==> src/sv/fcmv_pkg.sv <==
`timescale 1ns / 1ps
`default_nettype none

package fcmv_pkg;

    localparam int COUNT_BINS = 16;
    localparam int BIN_W      = $clog2(COUNT_BINS);
    localparam int BIN_POW    = 1 << BIN_W;

    localparam int HIST_W     = 7;
    localparam int IDLE_W     = 8;
    localparam int ROWS_W     = 12;
    localparam int WIN_W      = 7;
    localparam int COUNT_W    = 4;
    localparam int HEIGHT_W   = 12;

    localparam int CFG_IDX_W  = 2;
    localparam int CFG_DATA_W = 12;

    localparam logic [HIST_W-1:0] HIST_MAX = {HIST_W{1'b1}};
    localparam logic [IDLE_W-1:0] IDLE_MAX = {IDLE_W{1'b1}};

    localparam logic [ROWS_W-1:0] ROWS_RESET     = ROWS_W'(480);
    localparam logic [IDLE_W-1:0] IDLE_THR_RESET = IDLE_W'(12);
    localparam logic [WIN_W-1:0]  WIN_RESET      = WIN_W'(14);

    typedef enum logic [CFG_IDX_W-1:0] {
        CFG_IMAGE_ROWS     = 2'd0,
        CFG_IDLE_THRESHOLD = 2'd1,
        CFG_WINDOW_LENGTH  = 2'd2
    } t_cfg_idx;

endpackage

`default_nettype wire

==> src/sv/finger_count_mode_vote_top.sv <==
// Finger count mode vote filter.
// Input channel (i_valid / o_stall): one transaction per video frame carrying
// finger count, box height and hand flag. A transaction is taken at a clock
// edge with i_valid high and o_stall low.
// Output channel (o_valid / i_stall): exactly one result per input frame,
// carrying decision_valid, decided_count and collecting.
// The result of a frame taken at an edge is registered at that edge and is on
// the outputs after it. Throughput is one frame per cycle while no result is
// stalled; the histogram update, qualification and mode tree all settle
// combinationally between the port inputs and the state / result registers.
// Configuration (i_cfg_valid / o_cfg_ready, always ready): index 0 image rows,
// 1 idle threshold, 2 window length; other indexes are ignored. Write only
// while no frame is in flight.
// Reset (synchronous, active low) restores the register defaults (480, 12,
// 14), clears the histogram, frame and idle counters and empties the output.
// When the receiver stalls a held result, the result register holds and o_stall
// rises, so no new frame is taken until the result leaves.
`timescale 1ns / 1ps
`default_nettype none

module finger_count_mode_vote_top
    import fcmv_pkg::*;
(
    input  wire logic                  i_clk,
    input  wire logic                  i_rst_n,

    input  wire logic                  i_cfg_valid,
    output logic                       o_cfg_ready,
    input  wire logic [CFG_IDX_W-1:0]  i_cfg_index,
    input  wire logic [CFG_DATA_W-1:0] i_cfg_data,

    input  wire logic                  i_valid,
    output logic                       o_stall,
    input  wire logic [COUNT_W-1:0]    i_finger_count,
    input  wire logic [HEIGHT_W-1:0]   i_box_height,
    input  wire logic                  i_hand_seen,

    output logic                       o_valid,
    input  wire logic                  i_stall,
    output logic                       o_decision_valid,
    output logic [COUNT_W-1:0]         o_decided_count,
    output logic                       o_collecting
);

    logic [ROWS_W-1:0] r_image_rows;
    logic [IDLE_W-1:0] r_idle_thr;
    logic [WIN_W-1:0]  r_win_len;

    logic [HIST_W-1:0] r_hist [COUNT_BINS];
    logic [HIST_W-1:0] n_hist [COUNT_BINS];
    logic [WIN_W-1:0]  r_collected;
    logic [WIN_W-1:0]  n_collected;
    logic [IDLE_W-1:0] r_idle;
    logic [IDLE_W-1:0] n_idle;

    logic               r_valid;
    logic               r_decision;
    logic [COUNT_W-1:0] r_decided;
    logic               r_collecting;

    logic             accept;
    logic             qualify;
    logic             decide;
    logic [BIN_W-1:0] bin;
    logic [BIN_W-1:0] mode_bin;

    logic [HIST_W-1:0] tr_f [BIN_W+1][BIN_POW];
    logic [BIN_W-1:0]  tr_i [BIN_W+1][BIN_POW];

    assign o_cfg_ready = 1'b1;
    assign o_stall     = r_valid & i_stall;
    assign accept      = i_valid & ~o_stall;

    always_ff @(posedge i_clk) begin
        if (!i_rst_n) begin
            r_image_rows <= ROWS_RESET;
            r_idle_thr   <= IDLE_THR_RESET;
            r_win_len    <= WIN_RESET;
        end else if (i_cfg_valid && o_cfg_ready) begin
            case (i_cfg_index)
                CFG_IMAGE_ROWS:     r_image_rows <= ROWS_W'(i_cfg_data);
                CFG_IDLE_THRESHOLD: r_idle_thr   <= IDLE_W'(i_cfg_data);
                CFG_WINDOW_LENGTH:  r_win_len    <= WIN_W'(i_cfg_data);
                default: ;
            endcase
        end
    end

    assign qualify = (i_box_height > (r_image_rows >> 1))
                   && (r_idle > r_idle_thr) && i_hand_seen;

    always_comb begin
        if (int'(i_finger_count) < COUNT_BINS) begin
            bin = BIN_W'(i_finger_count);
        end else begin
            bin = BIN_W'(COUNT_BINS - 1);
        end
    end

    assign decide = qualify
                  && (({1'b0, r_collected} + (WIN_W+1)'(1)) >= {1'b0, r_win_len});

    always_comb begin
        for (int b = 0; b < COUNT_BINS; b++) begin
            n_hist[b] = r_hist[b];
            if (qualify && (bin == BIN_W'(b)) && (r_hist[b] != HIST_MAX)) begin
                n_hist[b] = r_hist[b] + HIST_W'(1);
            end
        end
    end

    // mode tree: right side wins only when strictly larger, so ties keep the lower bin
    always_comb begin
        for (int l = 0; l <= BIN_W; l++) begin
            for (int j = 0; j < BIN_POW; j++) begin
                tr_f[l][j] = '0;
                tr_i[l][j] = '0;
            end
        end
        for (int j = 0; j < COUNT_BINS; j++) begin
            tr_f[0][j] = n_hist[j];
            tr_i[0][j] = BIN_W'(j);
        end
        for (int l = 0; l < BIN_W; l++) begin
            for (int j = 0; j < (BIN_POW >> (l + 1)); j++) begin
                if (tr_f[l][2*j+1] > tr_f[l][2*j]) begin
                    tr_f[l+1][j] = tr_f[l][2*j+1];
                    tr_i[l+1][j] = tr_i[l][2*j+1];
                end else begin
                    tr_f[l+1][j] = tr_f[l][2*j];
                    tr_i[l+1][j] = tr_i[l][2*j];
                end
            end
        end
        mode_bin = tr_i[BIN_W][0];
    end

    always_comb begin
        n_collected = r_collected;
        n_idle      = r_idle;
        if (decide) begin
            n_collected = '0;
            n_idle      = '0;
        end else if (qualify) begin
            n_collected = r_collected + WIN_W'(1);
        end else if (r_idle != IDLE_MAX) begin
            n_idle = r_idle + IDLE_W'(1);
        end
    end

    always_ff @(posedge i_clk) begin
        if (!i_rst_n) begin
            for (int b = 0; b < COUNT_BINS; b++) begin
                r_hist[b] <= '0;
            end
            r_collected <= '0;
            r_idle      <= '0;
        end else if (accept) begin
            for (int b = 0; b < COUNT_BINS; b++) begin
                r_hist[b] <= decide ? '0 : n_hist[b];
            end
            r_collected <= n_collected;
            r_idle      <= n_idle;
        end
    end

    always_ff @(posedge i_clk) begin
        if (!i_rst_n) begin
            r_valid <= 1'b0;
        end else if (accept) begin
            r_valid <= 1'b1;
        end else if (!i_stall) begin
            r_valid <= 1'b0;
        end
    end

    always_ff @(posedge i_clk) begin
        if (accept) begin
            r_decision   <= decide;
            r_decided    <= decide ? COUNT_W'(mode_bin) : '0;
            r_collecting <= qualify;
        end
    end

    assign o_valid          = r_valid;
    assign o_decision_valid = r_decision;
    assign o_decided_count  = r_decided;
    assign o_collecting     = r_collecting;

    a_decision_collects: assert property (@(posedge i_clk) disable iff (!i_rst_n)
        r_valid && r_decision |-> r_collecting)
        else $error("decision without a collected frame");

    a_decision_clears: assert property (@(posedge i_clk) disable iff (!i_rst_n)
        accept && decide |=> (r_collected == '0) && (r_idle == '0))
        else $error("counters not cleared after decision");

    a_idle_counts: assert property (@(posedge i_clk) disable iff (!i_rst_n)
        accept && !qualify && (r_idle != IDLE_MAX) |=> r_idle == $past(r_idle) + IDLE_W'(1))
        else $error("idle counter did not advance");

    a_stall_full: assert property (@(posedge i_clk) disable iff (!i_rst_n)
        o_stall |-> r_valid)
        else $error("input stalled with empty result register");

endmodule

`default_nettype wire
==> config.mk <==
export PLATFORM = sky130hd
export DESIGN_NAME = finger_count_mode_vote_top
export DESIGN_NICKNAME = d
export VERILOG_FILES = /design/src/sv/fcmv_pkg.sv /design/src/sv/finger_count_mode_vote_top.sv
export SDC_FILE = /design/constraint.sdc
export NUM_CORES = 1
export LEC_CHECK = 0
export CORE_MARGIN = 1.5
export CORE_UTILIZATION = 51
export DETAILED_ROUTE_END_ITERATION = 7
export DONT_BUFFER_PORTS = 1
export PLACE_DENSITY = 0.71
export REMOVE_ABC_BUFFERS = 1
export SETUP_SLACK_MARGIN = 0.15
export SYNTH_ARGS = -nofsm -noshare
export SYNTH_HDL_FRONTEND = slang
export SYNTH_SLANG_ARGS = --single-unit
==> constraint.sdc <==
create_clock -name i_clk -period 24.1 [get_ports i_clk]
set_input_delay 2.41 -clock i_clk [delete_from_list [all_inputs] [get_ports i_clk]]
set_output_delay 2.41 -clock i_clk [all_outputs]
set_load 0.1 [all_outputs]
# == Word level (Yosys, flattened, before mapping) ==
# Memory sizes are Yosys's and may differ from the RTL's.
# Cells that the tools add are included.
# Widths: inputs -> output; s select.
# word_totals
n_memories,1
word_cells,234
reg_bits,49
ram_bits,112
# memory_table
memory,words,width,rd,rd_ports_with_merged_regs,wr,line,source
r_hist,16,7,16,0,16,finger_count_mode_vote_top.sv:49,logic [HIST_W-1:0] r_hist [COUNT_BINS];
# classes
n_bitwise,19
n_eq_ne,36
reduce_logical,44
muxes,88
n_addsub,19
magnitude_cmp,18
# ops
operator,n
$mux 7,64
$add 7x1->7 const B,17
$ne 7x7->1 const B,16
$gt 7x7->1,15
$logic_and 1x1->1,35
$eq 4x4->1 const B,8
$mux 4,7
$mux 8,3
$eq 4x3->1 const B,4
$or 1x1->1,16
$mux 1,14
$gt 12x11->1,1
$add 7x1->8 const B,1
$add 8x1->8 const B,1
$eq 4x2->1 const B,2
$ge 8x7->1,1
$gt 8x8->1,1
$ne 8x8->1 const B,1
$reduce_and 2->1,4
$eq 4x1->1 const B,1
$logic_not 4->1,1
$ne 2x1->1 const B,2
$reduce_bool 2->1,2
$reduce_and 3->1,1
5 further kinds,6

# == Logic depth before layout (Yosys ltp) ==
# logic_depth
ltp_word,14
mapped_depth,55
mapped_depth_nobuf,51

# == Worst setup path before layout ==
# Ideal clock, no wire load.
# synth_timing
path_type,input to register
startpoint,input port i_box_height[3]
endpoint,"register r_decided[0], in the netlist o_decided_count[0] (data pin)"
setup_slack_ns,12.745
path_stages,49
path_buffers,3
setup_time_ns,0.265
t_arrival_ns,11.090
cell_sequence,ha_1 -> and4b_1 -> a211oi_2 -> nor4_4 -> o32ai_2 -> buf_6 -> nor2_1 -> nand2_1 -> mux2i_1 -> inv_1 -> ha_1 -> a21o_1 -> o21ai_0 -> a22oi_1 -> a21oi_1 -> nand2_1 -> o311ai_0 -> o21bai_1 -> [13 not listed] -> a21o_1 -> a221oi_1 -> a41o_1 -> clkbuf_1 -> nand2b_1 -> o221ai_1 -> ha_1 -> nor2b_1 -> o21ai_0 -> nand2b_1 -> a21oi_1 -> o21ai_0 -> o21a_1 -> nand2_1 -> inv_1 -> nand2_1 -> o22ai_1 -> or3_1
# synth_lines
element,line,source
"start, declared",finger_count_mode_vote_top.sv:35,"input wire logic [HEIGHT_W-1:0] i_box_height,"
"end signal, assigned",finger_count_mode_vote_top.sv:180,r_decided <= decide ? COUNT_W'(mode_bin) : '0;
"end, declared",finger_count_mode_vote_top.sv:58,logic [COUNT_W-1:0] r_decided;

# == Worst setup path in the final report ==
# layout_timing
startpoint,input port i_box_height[10]
endpoint,"register r_decided[0], in the netlist o_decided_count[0] (data pin)"
# layout_between
elab_chain_cells,14
word_cells_on_any_way,96
cone_classes,order compare: 16; mux: 45; reduce/logical: 35
# layout_lines
element,line,source
$gt 12x11->1 *,finger_count_mode_vote_top.sv:89,assign qualify = (i_box_height > (r_image_rows >> 1))
$logic_and 1x1->1 * (2 in a row),finger_count_mode_vote_top.sv:90,&& (r_idle > r_idle_thr) && i_hand_seen;
via qualify,finger_count_mode_vote_top.sv:62,logic qualify;
$logic_and 1x1->1 (2 in a row),finger_count_mode_vote_top.sv:106,if (qualify && (bin == BIN_W'(b)) && (r_hist[b] != HIST_MAX)) begin
$mux 7,finger_count_mode_vote_top.sv:106,
$gt 7x7->1,finger_count_mode_vote_top.sv:126,if (tr_f[l][2*j+1] > tr_f[l][2*j]) begin
$mux 7,finger_count_mode_vote_top.sv:126,
$gt 7x7->1,finger_count_mode_vote_top.sv:126,
$mux 7,finger_count_mode_vote_top.sv:126,
$gt 7x7->1,finger_count_mode_vote_top.sv:126,
$mux 7,finger_count_mode_vote_top.sv:126,
$gt 7x7->1,finger_count_mode_vote_top.sv:126,
$mux 4,finger_count_mode_vote_top.sv:126,
# Mark *: on every way through the listed nets, which the timed path passes. The rest lies on a longest branch.
# A chain may end at the register's enable or synchronous reset.

==> results.toml <==
[clock_tree]
clockBufferDepth = 2
cts_buffers = 17
cts_setup_buffers = 0
cts_resized = 0
clk-insertion-delay-late_ns = 0.44
path_clk_slew_ns = 0.07
cts_tree = "done"
ctsHoldBuffers = 0
clockRootBuffer = "clkbuf_16"
clock-sinks = 160
htree_levels = 4

[cells_and_area]
drive_gt1_frac = 0.0704
layout_commonest_cell = "nor2_1"
final_cell_mix = "nor2_1, ha_1, inv_1, edfxtp_1, nand2_1"
diodes = 0
area_growth_pct = 6.45
n_fill_cell = 2338
nets = 1627

[die]
coreArea_um2 = 26100
start_util = 0.518
ioPinCount = 45
die_h_um = 166
fp.dieW_um = 166
die_area_um2 = 27500
fp-row-count = 59

[worst_hold_path]
worstHoldPathType = "flip-flop to flip-flop"
hold_depth = 2
worstHoldStart = "r_image_rows[10]"
holdPathEnd = "r_image_rows[10]"

[detailed_routing]
drc = 0
drtAntennaViolNets = 0
wirelength_mm = 33.0
dr_total_vias = 10800
vias_per_cell = 5.97
drt-pass1-iter-count = 5
drt-initial-drc-count = 769
wl_per_cell_um = 18.2

[synth]
synth_top_area_cell = "edfxtp_1"
syn_avg_cell_area_um2 = 9.10
synth-compound-area-share = 0.129
synthFlopType = "edfxtp_1"
synth_top_family_by_area = "simple AND/OR/NAND/NOR gates"
synth_fa_ha_area_frac = 0.121
syn-cell-area_um2 = 13500
synth_edf_count = 118
ys_types = 95
yosysWarnings = 0
ys_seq_area_frac = 0.325
synth.area.top_cells = "edfxtp_1, ha_1, mux2i_1, dfxtp_1, nor2_1"
synth-simple-area-share = 0.210
synth_top_area_share = 0.262
synth_xor_area_frac = 0.0802
async_reset_ff_frac = 0
ys_ff_latch = 160
synthMuxAreaShare = 0.0852
netlist_instances = 1484

[critical_path]
start_kind = "input pin"
reg2reg_from = "r_image_rows[11]"
path_max_fanout = 46
cpPeakStageDelay_ns = 0.91
arrival_ns = 12.80
ff2ff_path_depth = 43
r2r_end = "o_decided_count[0]"
r2r_slack_ns = 13.07
critPathRequiredTime_ns = 24.29
critPathCaptureType = "flip-flop"
crit_slowest_cell = "o21bai_1"
crit_top_cell = "ha_1"
worst-setup-path-type = "input pin to flip-flop"

[sta]
finalSetupTns_ns = 0
drv_slew = 0
rsz0062_at_grt = "no"
max_freq_ghz = 0.0793
worst_slew_pin_slew_ns = 1.16
hold_violations = 0
worst_slew_margin_rel = 0.215
hold_ws_ns = 0.465
setup_viol = 0
skew_ns = 0.0106
min_period_over_period = 0.523
period_minus_slack_ns = 12.61

[global_routing]
grt_remaining_overflow = 0
grt_usage = 0.240
antenna_found_initial = 0
grt_max_degree = 83
grt_pass1_wl_mm = 53.4
grt_pass1_vias = 10500

[job]
drv_cap = 0

[power_and_ir_drop]
powerDensity_nw_per_um2 = 71.4
p_leak_nw = 6.10
ir_drop_uv = 52.1

[run_status]
status = "completed"

[placed_design]
port-buffer-count = 0
place.gp.congestion = 0.874
hpwl_mm = 24.4
-- metrics by stage --
stage | instance area [µm²] | power, mW | worst slack, ns | util | instances
after detailed placement | 13800 | 0.750 | 11.18 | 0.529 | 1781
after floorplan | 13300 | 0.659 | 12.42 | - | 1436
final | 14400 | 1.03 | 11.49 | 0.552 | 1813
after global placement | 13800 | 0.740 | 11.23 | 0.529 | 1781
after global routing | 14400 | 1.09 | 10.69 | 0.552 | 1813
after CTS | 14400 | 1.02 | 11.62 | 0.552 | 1813
-- metal layers --
layer,up-vias,part of all wire,GRT usage
li1,5319,-,-
met1,5214,0.47,0.325
met2,250,0.47,0.396
met3,44,0.050,0.0365
met5,-,0,0
met4,0,0.019,0.0736
-- synthesized netlist by cell type (9+ instances only) --
cell        n
a21boi_0   21
a21o_1     22
a21oi_1    33
a31oi_1    17
and2_1     12
and3_1     38
clkbuf_1   36
dfxtp_1    42
edfxtp_1  118
ha_1      126
inv_1     118
mux2_2     21
mux2i_1    88
nand2_1   118
nand2b_1   20
nand3_1    60
nand4_1    32
nor2_1    175
nor2b_1    27
nor3_1     27
o211ai_1    9
o21ai_0    27
or3_1      14
xnor2_1    64
xor2_1     56
-- worst max path at each step --
| stage | startpoint | end | slack (ns) |
|---|---|---|---|
| 2_1_floorplan | i_box_height[3] | o_decided_count[0] | 12.42 |
| 3_3_place_gp | i_box_height[10] | o_decided_count[0] | 11.23 |
| 3_5_place_dp | i_box_height[10] | o_decided_count[0] | 11.18 |
| 4_1_cts | i_box_height[10] | o_decided_count[0] | 11.62 |
| 5_1_grt | i_box_height[10] | o_decided_count[0] | 10.69 |
| 6_report | i_box_height[10] | o_decided_count[0] | 11.49 |
-- registers in the layout, indices dropped and copies added (netlist names) --
name	count
r_hist	112
r_image_rows	11
r_idle	8
r_idle_thr	8
r_collected	7
r_win_len	7
o_decided_count	4
o_collecting	1
o_decision_valid	1
o_valid	1
-- critical path, delay by kind of cell --
| family | cells | cell delay [ns] |
|---|---|---|
| buf+inv | 5 | 0.99 |
| simple gates | 15 | 2.95 |
| xor+xnor | 1 | 0.36 |
| compound gates | 15 | 4.08 |
| mux | 1 | 0.38 |
| fa+ha+maj | 5 | 1.58 |
-- where the power goes --
group	total, mW	internal [mW]	leakage (nW)	switching, mW
combinational	0.418	0.176	4.19	0.242
sequential	0.335	0.315	1.63	0.0200
clock	0.274	0.145	0.286	0.128
total	1.03	0.636	6.10	0.390
-- cell families (layout without fill, tap and decap cells) --
family / after synthesis / after routing
compound gates: 226 / 226
buf+inv: 166 / 160
fa+ha+maj: 131 / 131
flops: 160 / 160
mux: 112 / 112
simple gates: 566 / 566
xor+xnor: 122 / 122
other cells: 1 / 1
-- cell type report --
class,instances,area (µm²),area share
flip-flops and latches,160,4380,0.305
inverters,118,443,0.0308
multi-input cells,1158,8470,0.589
clock buffers,20,468,0.0326
clock inverters,12,120,0.00836
repair buffers,10,75.1,0.00522
well taps,335,419,0.0292
No activity file was read; power rests on OpenSTA's default activity.
